--- src/sv/mrle_pkg.sv ---
package mrle_pkg;

    // Size limit on the decoded output of one stream.
    localparam int unsigned OUTPUT_LIMIT = 49152;

    // Depth of the run queue between the front and the back.
    localparam int unsigned QUEUE_DEPTH = 4;
    localparam int unsigned QUEUE_AW    = $clog2(QUEUE_DEPTH);
    localparam int unsigned QUEUE_CW    = $clog2(QUEUE_DEPTH + 1);

    // Token decoding constants.
    localparam logic [7:0] TOKEN_IMPLICIT = 8'h80;
    localparam logic [6:0] TOKEN_LEN_MASK = 7'h7f;
    localparam logic [8:0] FULL_RUN_LEN   = 9'd256;

    // Configuration register indexes.
    typedef enum logic [7:0] {
        REG_MARKER_VALUE     = 8'd0,
        REG_LENGTH_THRESHOLD = 8'd1,
        REG_FIRST_FILL_BYTE  = 8'd2,
        REG_SECOND_FILL_BYTE = 8'd3
    } cfg_reg_t;

    // One packed byte as it enters the block.
    typedef struct packed {
        logic [7:0] packed_byte;
        logic       end_of_stream;
    } in_item_t;

    // One run descriptor as it leaves the block.
    typedef struct packed {
        logic [7:0] run_value;
        logic [8:0] run_length;
        logic       limit_reached;
        logic       last_run;
    } out_item_t;

    // A decoded run before the size limit is applied.
    typedef struct packed {
        logic [7:0] value;
        logic [8:0] length;
        logic       last;
    } run_t;

    // Status of the run queue.
    typedef struct packed {
        logic full;
        logic empty;
    } queue_status_t;

endpackage

--- src/sv/mrle_front.sv ---
module mrle_front (
    input  logic              clk,
    input  logic              rst_n,
    input  logic              byte_valid,
    input  logic              byte_accept,
    input  mrle_pkg::in_item_t byte_item,
    input  logic              cfg_valid,
    input  logic [7:0]        cfg_index,
    input  logic [7:0]        cfg_data,
    output logic              push,
    output mrle_pkg::run_t    push_run
);
    import mrle_pkg::*;

    typedef enum logic [1:0] {
        PH_PLAIN  = 2'd0,
        PH_TOKEN  = 2'd1,
        PH_FILLER = 2'd2
    } phase_t;

    phase_t     phase_reg, phase_next;
    logic [8:0] pending_reg, pending_next;
    logic [7:0] marker_reg, threshold_reg, fill1_reg, fill2_reg;

    logic       has_run;
    logic [7:0] b;
    logic       last;
    logic [6:0] tok_len;

    assign b       = byte_item.packed_byte;
    assign last    = byte_item.end_of_stream;
    assign tok_len = b[6:0] & TOKEN_LEN_MASK;

    // Configuration registers; unknown indexes are ignored.
    always_ff @(posedge clk or negedge rst_n)
    begin
        if (!rst_n)
        begin
            marker_reg    <= '0;
            threshold_reg <= '0;
            fill1_reg     <= '0;
            fill2_reg     <= '0;
        end
        else if (cfg_valid)
        begin
            unique case (cfg_index)
                REG_MARKER_VALUE:     marker_reg    <= cfg_data;
                REG_LENGTH_THRESHOLD: threshold_reg <= cfg_data;
                REG_FIRST_FILL_BYTE:  fill1_reg     <= cfg_data;
                REG_SECOND_FILL_BYTE: fill2_reg     <= cfg_data;
                default:              ;
            endcase
        end
    end

    // Classify the byte against the current phase.
    always_comb
    begin
        has_run      = 1'b0;
        push_run     = '0;
        phase_next   = phase_reg;
        pending_next = pending_reg;
        unique case (phase_reg)
            PH_TOKEN:
            begin
                phase_next = PH_PLAIN;
                if ((b & TOKEN_IMPLICIT) != 8'd0)
                begin
                    has_run = 1'b1;
                    if (tok_len != 7'd0)
                    begin
                        push_run.value  = ({1'b0, tok_len} < threshold_reg) ? fill1_reg
                                                                            : fill2_reg;
                        push_run.length = {2'b00, tok_len};
                    end
                    else
                    begin
                        push_run.value  = 8'd0;
                        push_run.length = FULL_RUN_LEN;
                    end
                end
                else
                begin
                    pending_next = (b != 8'd0) ? {1'b0, b} : FULL_RUN_LEN;
                    if (last)
                    begin
                        // Stream ends before the filler: the filler reads as zero.
                        has_run         = 1'b1;
                        push_run.value  = 8'd0;
                        push_run.length = pending_next;
                    end
                    else
                    begin
                        phase_next = PH_FILLER;
                    end
                end
            end
            PH_FILLER:
            begin
                phase_next      = PH_PLAIN;
                has_run         = 1'b1;
                push_run.value  = b;
                push_run.length = pending_reg;
            end
            default:
            begin
                // Plain byte or marker; the unused code behaves the same.
                phase_next = PH_PLAIN;
                if (b != marker_reg)
                begin
                    has_run         = 1'b1;
                    push_run.value  = b;
                    push_run.length = 9'd1;
                end
                else if (last)
                begin
                    // A trailing marker reads its token as zero: 256 zeros.
                    has_run         = 1'b1;
                    push_run.value  = 8'd0;
                    push_run.length = FULL_RUN_LEN;
                end
                else
                begin
                    phase_next = PH_TOKEN;
                end
            end
        endcase
        push_run.last = last;
    end

    assign push = byte_accept && has_run;

    // Phase machine; the end of a stream returns it to its reset state.
    always_ff @(posedge clk or negedge rst_n)
    begin
        if (!rst_n)
        begin
            phase_reg   <= PH_PLAIN;
            pending_reg <= '0;
        end
        else if (byte_accept)
        begin
            phase_reg   <= last ? PH_PLAIN : phase_next;
            pending_reg <= last ? 9'd0 : pending_next;
        end
    end

    // Every accepted last byte produces a run for the back to see.
    assert property (@(posedge clk) disable iff (!rst_n)
        byte_accept && last |-> push)
        else $error("last byte produced no run");

    assert property (@(posedge clk) disable iff (!rst_n)
        byte_accept && last |=> phase_reg == PH_PLAIN && pending_reg == 9'd0)
        else $error("phase not cleared at end of stream");

    assert property (@(posedge clk) disable iff (!rst_n)
        push |-> push_run.length != 9'd0)
        else $error("zero-length run pushed");

    // byte_valid is only qualified through byte_accept.
    assert property (@(posedge clk) disable iff (!rst_n)
        byte_accept |-> byte_valid)
        else $error("byte accepted without valid");

endmodule

--- src/sv/mrle_queue.sv ---
module mrle_queue (
    input  logic                   clk,
    input  logic                   rst_n,
    input  logic                   push,
    input  mrle_pkg::run_t         push_run,
    input  logic                   pop,
    output mrle_pkg::run_t         head_run,
    output mrle_pkg::queue_status_t status
);
    import mrle_pkg::*;

    run_t                mem [QUEUE_DEPTH];
    logic [QUEUE_AW-1:0] wr_ptr_reg, rd_ptr_reg;
    logic [QUEUE_CW-1:0] count_reg;

    assign status.full  = (count_reg == QUEUE_CW'(QUEUE_DEPTH));
    assign status.empty = (count_reg == '0);
    assign head_run     = mem[rd_ptr_reg];

    // Payload storage.
    always_ff @(posedge clk)
    begin
        if (push)
        begin
            mem[wr_ptr_reg] <= push_run;
        end
    end

    // Pointers and fill count.
    always_ff @(posedge clk or negedge rst_n)
    begin
        if (!rst_n)
        begin
            wr_ptr_reg <= '0;
            rd_ptr_reg <= '0;
            count_reg  <= '0;
        end
        else
        begin
            if (push)
            begin
                wr_ptr_reg <= QUEUE_AW'((QUEUE_CW'(wr_ptr_reg) + 1'b1) % QUEUE_DEPTH);
            end
            if (pop)
            begin
                rd_ptr_reg <= QUEUE_AW'((QUEUE_CW'(rd_ptr_reg) + 1'b1) % QUEUE_DEPTH);
            end
            if (push && !pop)
            begin
                count_reg <= count_reg + 1'b1;
            end
            else if (pop && !push)
            begin
                count_reg <= count_reg - 1'b1;
            end
        end
    end

    assert property (@(posedge clk) disable iff (!rst_n)
        push |-> !status.full)
        else $error("push into full queue");

    assert property (@(posedge clk) disable iff (!rst_n)
        pop |-> !status.empty)
        else $error("pop from empty queue");

    assert property (@(posedge clk) disable iff (!rst_n)
        count_reg <= QUEUE_CW'(QUEUE_DEPTH))
        else $error("queue count out of range");

endmodule

--- src/sv/mrle_back.sv ---
module mrle_back (
    input  logic                    clk,
    input  logic                    rst_n,
    input  mrle_pkg::run_t          head_run,
    input  mrle_pkg::queue_status_t status,
    output logic                    pop,
    output logic                    run_valid,
    input  logic                    run_stall,
    output mrle_pkg::out_item_t     run_item
);
    import mrle_pkg::*;

    logic [15:0] total_reg, total_next;
    logic        dropping_reg, dropping_next;
    logic        valid_reg;
    out_item_t   item_reg;

    // Take the head run whenever the output register is free or being taken.
    assign pop = !status.empty && (!valid_reg || !run_stall);

    // Running total and limit check.
    always_comb
    begin
        total_next    = total_reg + {7'd0, head_run.length};
        dropping_next = (total_next >= 16'(OUTPUT_LIMIT));
    end

    always_ff @(posedge clk or negedge rst_n)
    begin
        if (!rst_n)
        begin
            total_reg    <= '0;
            dropping_reg <= 1'b0;
            valid_reg    <= 1'b0;
        end
        else
        begin
            if (pop)
            begin
                valid_reg <= !dropping_reg;
                if (head_run.last)
                begin
                    total_reg    <= '0;
                    dropping_reg <= 1'b0;
                end
                else if (!dropping_reg)
                begin
                    total_reg    <= total_next;
                    dropping_reg <= dropping_next;
                end
            end
            else if (!run_stall)
            begin
                valid_reg <= 1'b0;
            end
        end
    end

    // Output payload.
    always_ff @(posedge clk)
    begin
        if (pop && !dropping_reg)
        begin
            item_reg.run_value     <= head_run.value;
            item_reg.run_length    <= head_run.length;
            item_reg.limit_reached <= dropping_next;
            item_reg.last_run      <= head_run.last;
        end
    end

    assign run_valid = valid_reg;
    assign run_item  = item_reg;

    assert property (@(posedge clk) disable iff (!rst_n)
        pop && head_run.last |=> total_reg == 16'd0 && !dropping_reg)
        else $error("stream state not cleared after last run");

    assert property (@(posedge clk) disable iff (!rst_n)
        dropping_reg |-> total_reg >= 16'(OUTPUT_LIMIT))
        else $error("dropping without reaching the limit");

    assert property (@(posedge clk) disable iff (!rst_n)
        pop && !dropping_reg |=> valid_reg)
        else $error("kept run not presented");

endmodule

--- src/sv/marker_rle_run_decoder_unit.sv ---
// A run is queued as its last byte is accepted, then registered. Throughput: one
// packed byte per cycle unless the queue is full, set by the front phase register
// and the back's total add and limit compare; a four-item queue decouples the two.
// Reset (rst_n, asynchronous, active low) clears the phase, pending length, total,
// drop flag, queue and output valid, and sets all configuration registers to zero.
module marker_rle_run_decoder_unit (
    input  logic                clk,
    input  logic                rst_n,
    input  logic                byte_valid,
    output logic                byte_stall,
    input  mrle_pkg::in_item_t  byte_item,
    output logic                run_valid,
    input  logic                run_stall,
    output mrle_pkg::out_item_t run_item,
    input  logic                cfg_valid,
    output logic                cfg_ready,
    input  logic [7:0]          cfg_index,
    input  logic [7:0]          cfg_data
);
    import mrle_pkg::*;

    logic          byte_accept;
    logic          push;
    logic          pop;
    run_t          push_run;
    run_t          head_run;
    queue_status_t status;

    assign cfg_ready   = 1'b1;
    assign byte_stall  = status.full;
    assign byte_accept = byte_valid && !byte_stall;

    mrle_front u_front (
        .clk         (clk),
        .rst_n       (rst_n),
        .byte_valid  (byte_valid),
        .byte_accept (byte_accept),
        .byte_item   (byte_item),
        .cfg_valid   (cfg_valid),
        .cfg_index   (cfg_index),
        .cfg_data    (cfg_data),
        .push        (push),
        .push_run    (push_run)
    );

    mrle_queue u_queue (
        .clk      (clk),
        .rst_n    (rst_n),
        .push     (push),
        .push_run (push_run),
        .pop      (pop),
        .head_run (head_run),
        .status   (status)
    );

    mrle_back u_back (
        .clk       (clk),
        .rst_n     (rst_n),
        .head_run  (head_run),
        .status    (status),
        .pop       (pop),
        .run_valid (run_valid),
        .run_stall (run_stall),
        .run_item  (run_item)
    );

endmodule

--- config.mk ---
export PLATFORM = sky130hd
export DESIGN_NAME = marker_rle_run_decoder_unit
export DESIGN_NICKNAME = d
export VERILOG_FILES = /design/src/sv/mrle_pkg.sv /design/src/sv/mrle_front.sv /design/src/sv/mrle_queue.sv /design/src/sv/mrle_back.sv /design/src/sv/marker_rle_run_decoder_unit.sv
export SDC_FILE = /design/constraint.sdc
export NUM_CORES = 1
export LEC_CHECK = 0
export BUFFER_PORTS_ARGS = -buffer_cell sky130_fd_sc_hd__buf_2
export CORE_ASPECT_RATIO = 1.1
export CORE_MARGIN = 2
export CORE_UTILIZATION = 48
export CTS_CLUSTER_DIAMETER = 60
export DETAILED_ROUTE_END_ITERATION = 8
export PLACE_DENSITY_LB_ADDON = 0.1
export SYNTH_ARGS = -nofsm -noshare
export SYNTH_HDL_FRONTEND = slang
export SYNTH_SLANG_ARGS = --single-unit
--- constraint.sdc ---
create_clock -name clk -period 4.3 [get_ports clk]
set_input_delay 1.29 -clock clk [delete_from_list [all_inputs] [get_ports clk]]
set_output_delay 1.29 -clock clk [all_outputs]
set_load 0.05 [all_outputs]
# ---- Yosys cells after proc, flatten, opt, wreduce, memory -nomap -nowiden
# Memories as Yosys holds them, arrays and structs flattened.
# Cells that the tools add are included.
# Widths: inputs -> output; s select.
dict set report totals {
  ff_bits 87
  ramBits 72
  inputBits 30
  out_inout_bits 22
  word_cells 89
  memories 1
}
dict set report op_classes {
  add_sub_neg 5
  magnitude_cmp 2
  eq_ne 10
  n_mux 29
  n_reduce_logical 26
}
# memory depth width read_ports rd_ports_with_merged_regs wr line
set memory_table {}
lappend memory_table {u_queue.mem 4 18 1 0 1 mrle_queue.sv:12} ;# run_t mem [QUEUE_DEPTH];
# op n
set ops {}
lappend ops {{$mux 9} 6}
lappend ops {{$mux 17} 3}
lappend ops {{$pmux 17 s2} 1}
lappend ops {{$mux 16} 2}
lappend ops {{$add 16x9->16} 1}
lappend ops {{$eq 8x2->1 const B} 2}
lappend ops {{$ge 16x16->1 const B} 1}
lappend ops {{$mux 1} 10}
lappend ops {{$reduce_and 2->1} 5}
lappend ops {{$eq 8x1->1 const B} 1}
lappend ops {{$logic_not 8->1} 1}
lappend ops {{$lt 7x8->1} 1}
lappend ops {{$mux 8} 1}
lappend ops {{$ne 8x8->1} 1}
lappend ops {{$reduce_bool 8->1} 1}
lappend ops {{$logic_not 1->1} 7}
lappend ops {{$reduce_bool 7->1} 1}
lappend ops {{$logic_and 1x1->1} 6}
lappend ops {{$mux 3} 2}
lappend ops {{$add 2x1->2 const B} 2}
lappend ops {{$mux 2} 2}
lappend ops {{$ne 2x1->1 const B} 2}
lappend ops {{$pmux 2 s2} 1}
lappend ops {{$reduce_bool 2->1} 2}
lappend ops {{other kinds (10)} 10}

# ---- Logic depth before layout (Yosys ltp)
dict set report logic_depth {
  ltp_word 8
  ltp_mapped 11
  ltp_nobuf 11
}

# ---- By module
# Synthesis repeated with hierarchy kept, for this count alone.
dict set report hier_totals {
  cells_unflattened 503
  hier_area_um2 7320.8
}
# module n_inst cells_per_inst area_each_um2 seq_area_each_um2
set modules_own_cells {}
lappend modules_own_cells {mrle_queue 1 128 2992.9 2337.2}
lappend modules_own_cells {mrle_front 1 207 2396.0 1076.0}
lappend modules_own_cells {mrle_back 1 165 1906.8 1021.0}
lappend modules_own_cells {marker_rle_run_decoder_unit 1 3 25.0 0.0}

# ---- Worst setup path before layout
# OpenSTA, ideal clock, no wires.
dict set report synth_timing {
  path_type {reg2reg}
  start {reg u_queue.rd_ptr_reg[0]}
  end {reg u_back.item_reg (netlist bit u_back.run_item[1]) (data pin)}
  setup_time_ns 0.258
  arrival_time_ns 3.061
  required_time_ns 4.042
  setup_slack_ns 0.981
  stages_incl_launch_ff 11
  path_buffers 2
  period_less_slack_ns 3.319
  cell_sequence {dfrtp_1 buf_2 buf_2 mux4_2 ha_1 a2111o_1 o21bai_1 a41oi_1 nor2_1 xnor2_1 nor2_1}
}
# item line
set synth_rtl {}
lappend synth_rtl {{start: declaration} mrle_queue.sv:13} ;# logic [QUEUE_AW-1:0] wr_ptr_reg, rd_ptr_reg;
lappend synth_rtl {{start signal: assignment} mrle_queue.sv:46} ;# rd_ptr_reg <= QUEUE_AW'((QUEUE_CW'(rd_ptr_reg) + 1'b1) % QUEUE_DEPTH);
lappend synth_rtl {{end: declaration} mrle_back.sv:16} ;# out_item_t item_reg;

==> summary.txt <==
Clock network
  – CTS Buffer Depth: 2
  – Clk_lat worst skew: 0.42 ns
  – H-tree depth: 4
  – Post-cts hold buffer count: 0
  – CTS buffer count: 17
  – Clock sink count: 159
  – CTS tree: yes
  – Setup Buffers After CTS: 0
  – Clk slew on worst S/H paths: 0.06 ns
  – # resized after CTS: 0
  – Clk root buf: clkbuf_16

Min path
  – Hold Crit Class: register to register

Place
  – Placer Congestion: 0.805
  – IO Port Bufs: 50
  – Dpl hpwl: 9850 um
  – Cells after DPL: 730

Worst setup path
  – Last element of the critical path: u_back.run_item[1]
  – Setup crit end kind: register
  – Worst-path fanout max: 11
  – Crit. Startpoint: u_queue.rd_ptr_reg[0]
  – CP Class: register to register
  – R2r worst-path depth: 9
  – Arr. time, crit path: 3.50 ns
  – Startpoint types: register
  – Reg2reg end: u_back.run_item[1]
  – Reg2Reg Setup Slack: 0.96 ns
  – Reg-to-Reg Start: u_queue.rd_ptr_reg[0]
  – CP required: 4.46 ns

Routing
  – Post-DRT Antenna Nets: 0
  – First-pass iteration count of the detailed router: 5
  – Detailed Route WL: 14000 um
  – Post-route DRC: 0
  – Via/cell ratio: 5.52
  – Routed wire per std cell: 18.4 um
  – 1st-iter DRT viols: 220
  – Vias: 4206

Cells and area
  – Share of post-route cells with drive strength above 1: 26.3%
  – Ant diodes: 0
  – Final #Nets: 611
  – Max reg flops: 72
  – Area Growth Syn to Fin: 15.9%
  – Non-filler cells in the finished layout: 762

Synthesis
  – Synth top area share: 38.4%
  – Cell taking the most area after synthesis: edfxtp_1
  – Main area contributors after synthesis: edfxtp_1 (38%), dfrtp_1 (24%), mux4_2 (5.7%), mux2_2 (5.4%), ha_1 (3.9%)
  – Synth cell count leaders: edfxtp_1 (91), dfrtp_1 (68), nand2_1 (37), mux2_2 (34), ha_1 (22)
  – Synth Register Bits: 159
  – Unique masters post-synth: 55
  – Count leader, synth: edfxtp_1
  – Post-synthesis sequential area ratio: 62.3%
  – Mapped Cells: 493
  – Dominant synthesized flop cell: edfxtp_1
  – EDFF count, synth: 91
  – Yosys warns: 0
  – Post-Syn Area: 7120 um^2
  – Synthesized area per cell: 14.4 um^2
  – Ys async rst share: 42.8%
  – Syn Nets: 547

Timing
  – # setup viols final: 0
  – Number of hold violations in the final report: 0
  – Period minus WS final: 3.34 ns
  – Slew headroom: 27.9%
  – TNS Setup: 0 ns
  – Least-Margin Pin Slew: 1.07 ns
  – RSZ-0062 raised after global routing: false
  – Fmax: 300 MHz
  – Final Slew Violations: 0
  – Clock skew after layout: 0.00482 ns
  – Period utilization: 77.6%

Floorplan
  – Top Ports: 52
  – Core area: 14400 um^2
  – Die height: 132 um
  – Chip Width: 120 um
  – Die Area: 15800 um^2
  – Row cnt: 46
  – Starting Density: 49.3%

Status
  – Status: complete, no violations

GRT
  – First-pass GRT wire length: 22900 um
  – Initial antenna violation count: 0
  – Maximum number of pins on one net before global-route repair: 27
  – Vias in the first global route: 4315
  – GRT Residual Overflow: 0
  – Gr usage total: 19.2%

Pwr
  – Pwr per Cell Area: 678 nW/um^2
  – Peak VDD IR: 0.351 mV
  – Static leakage: 3.32 nW

Job
  – MaxCap Viol Count: 0
cells by family after synthesis:
logic type	synth area share, %
mux	11.1
other cells	0.0527
flops	62.3
compound gates	9.39
fa+ha+maj	4.43
xor+xnor	2.83
buf+inv	2.06
simple gates	7.87
where the power goes:
group | leakage [nW] | internal, mW | switching (mW)
logic | 1.25 | 0.685 | 1.18
clock network | 0.312 | 0.968 | 0.576
registers | 1.75 | 2.03 | 0.150
total | 3.32 | 3.68 | 1.91
metrics by stage:
step | utilization [%] | hold WS (ns) | power, mW | setup WS (ns) | area [um^2]
5_1_grt | 57.1 | 0.521 | 5.93 | 0.710 | 8250
3_5_place_dp | 52.8 | 0.480 | 4.10 | 0.634 | 7620
3_3_place_gp | 52.8 | 0.472 | 4.06 | 0.675 | 7620
6_report | 57.1 | 0.491 | 5.59 | 0.963 | 8250
2_1_floorplan | - | 0.453 | 3.63 | 0.981 | 7120
4_1_cts | 57.1 | 0.493 | 5.66 | 0.941 | 8250
critical path, cell delays in order, from the launching register on:
cell      delay, ns
dfrtp_1        0.49
buf_4          0.30
mux4_2         0.56
ha_1           0.25
a2111o_1       0.40
o21bai_1       0.20
a41oi_1        0.40
nor2_1         0.15
xnor2_1        0.25
nor2_1         0.07
how the worst min path moves through the flow:
stage	to	startpoint	depth (start not counted)
floorplan	u_back.total_reg[2]	u_back.total_reg[2]	2
global placement	u_back.total_reg[8]	u_back.total_reg[8]	2
detailed placement	u_back.total_reg[3]	u_back.total_reg[3]	2
CTS	u_back.total_reg[3]	u_back.total_reg[3]	2
global route	u_back.total_reg[3]	u_back.total_reg[3]	2
finish	u_back.total_reg[3]	u_back.total_reg[3]	2
area by class of cell:
class	instances	area, um^2
Fill cell	1184	6200
Tap cell	192	240
Inverter	19	71.3
Multi-Input combinational cell	298	2540
Clock buffer	26	564
Timing Repair Buffer	62	340
Sequential cell	159	4430
Clock inverter	6	61.3
placed cells by master, fill, tap and decap left out, types with 3 or more instances in the layout:
cell | Yosys | final
dfrtp_1 | 68 | 68
buf_4 | 1 | 12
clkbuf_16 | 0 | 21
nand2_1 | 37 | 37
o211ai_1 | 3 | 3
nor2_1 | 10 | 10
a311o_1 | 9 | 9
nor4_1 | 3 | 3
ha_1 | 22 | 22
nand2b_1 | 6 | 6
nor3_1 | 11 | 11
nor2b_1 | 4 | 4
and2_1 | 13 | 13
mux4_2 | 18 | 18
clkbuf_1 | 8 | 3
nand3_1 | 6 | 6
o21ai_0 | 21 | 21
a21oi_1 | 13 | 13
inv_1 | 19 | 19
xnor2_1 | 7 | 7
o31ai_1 | 6 | 6
a22o_1 | 10 | 10
a21o_1 | 7 | 7
edfxtp_1 | 91 | 91
a211oi_1 | 3 | 3
buf_2 | 6 | 50
xor2_1 | 16 | 16
mux2_2 | 34 | 34
a22oi_1 | 7 | 7
metal layers:
metal / track usage (%) / share of wire, % / vias to the layer above
li1: - / - / 1995
met1: 24.8 / 45 / 2115
met2: 31.2 / 50 / 82
met3: 5.08 / 3.4 / 14
met4: 6.86 / 1.6 / 0
met5: 0 / 0 / -
(Power assumes the default switching activity.)
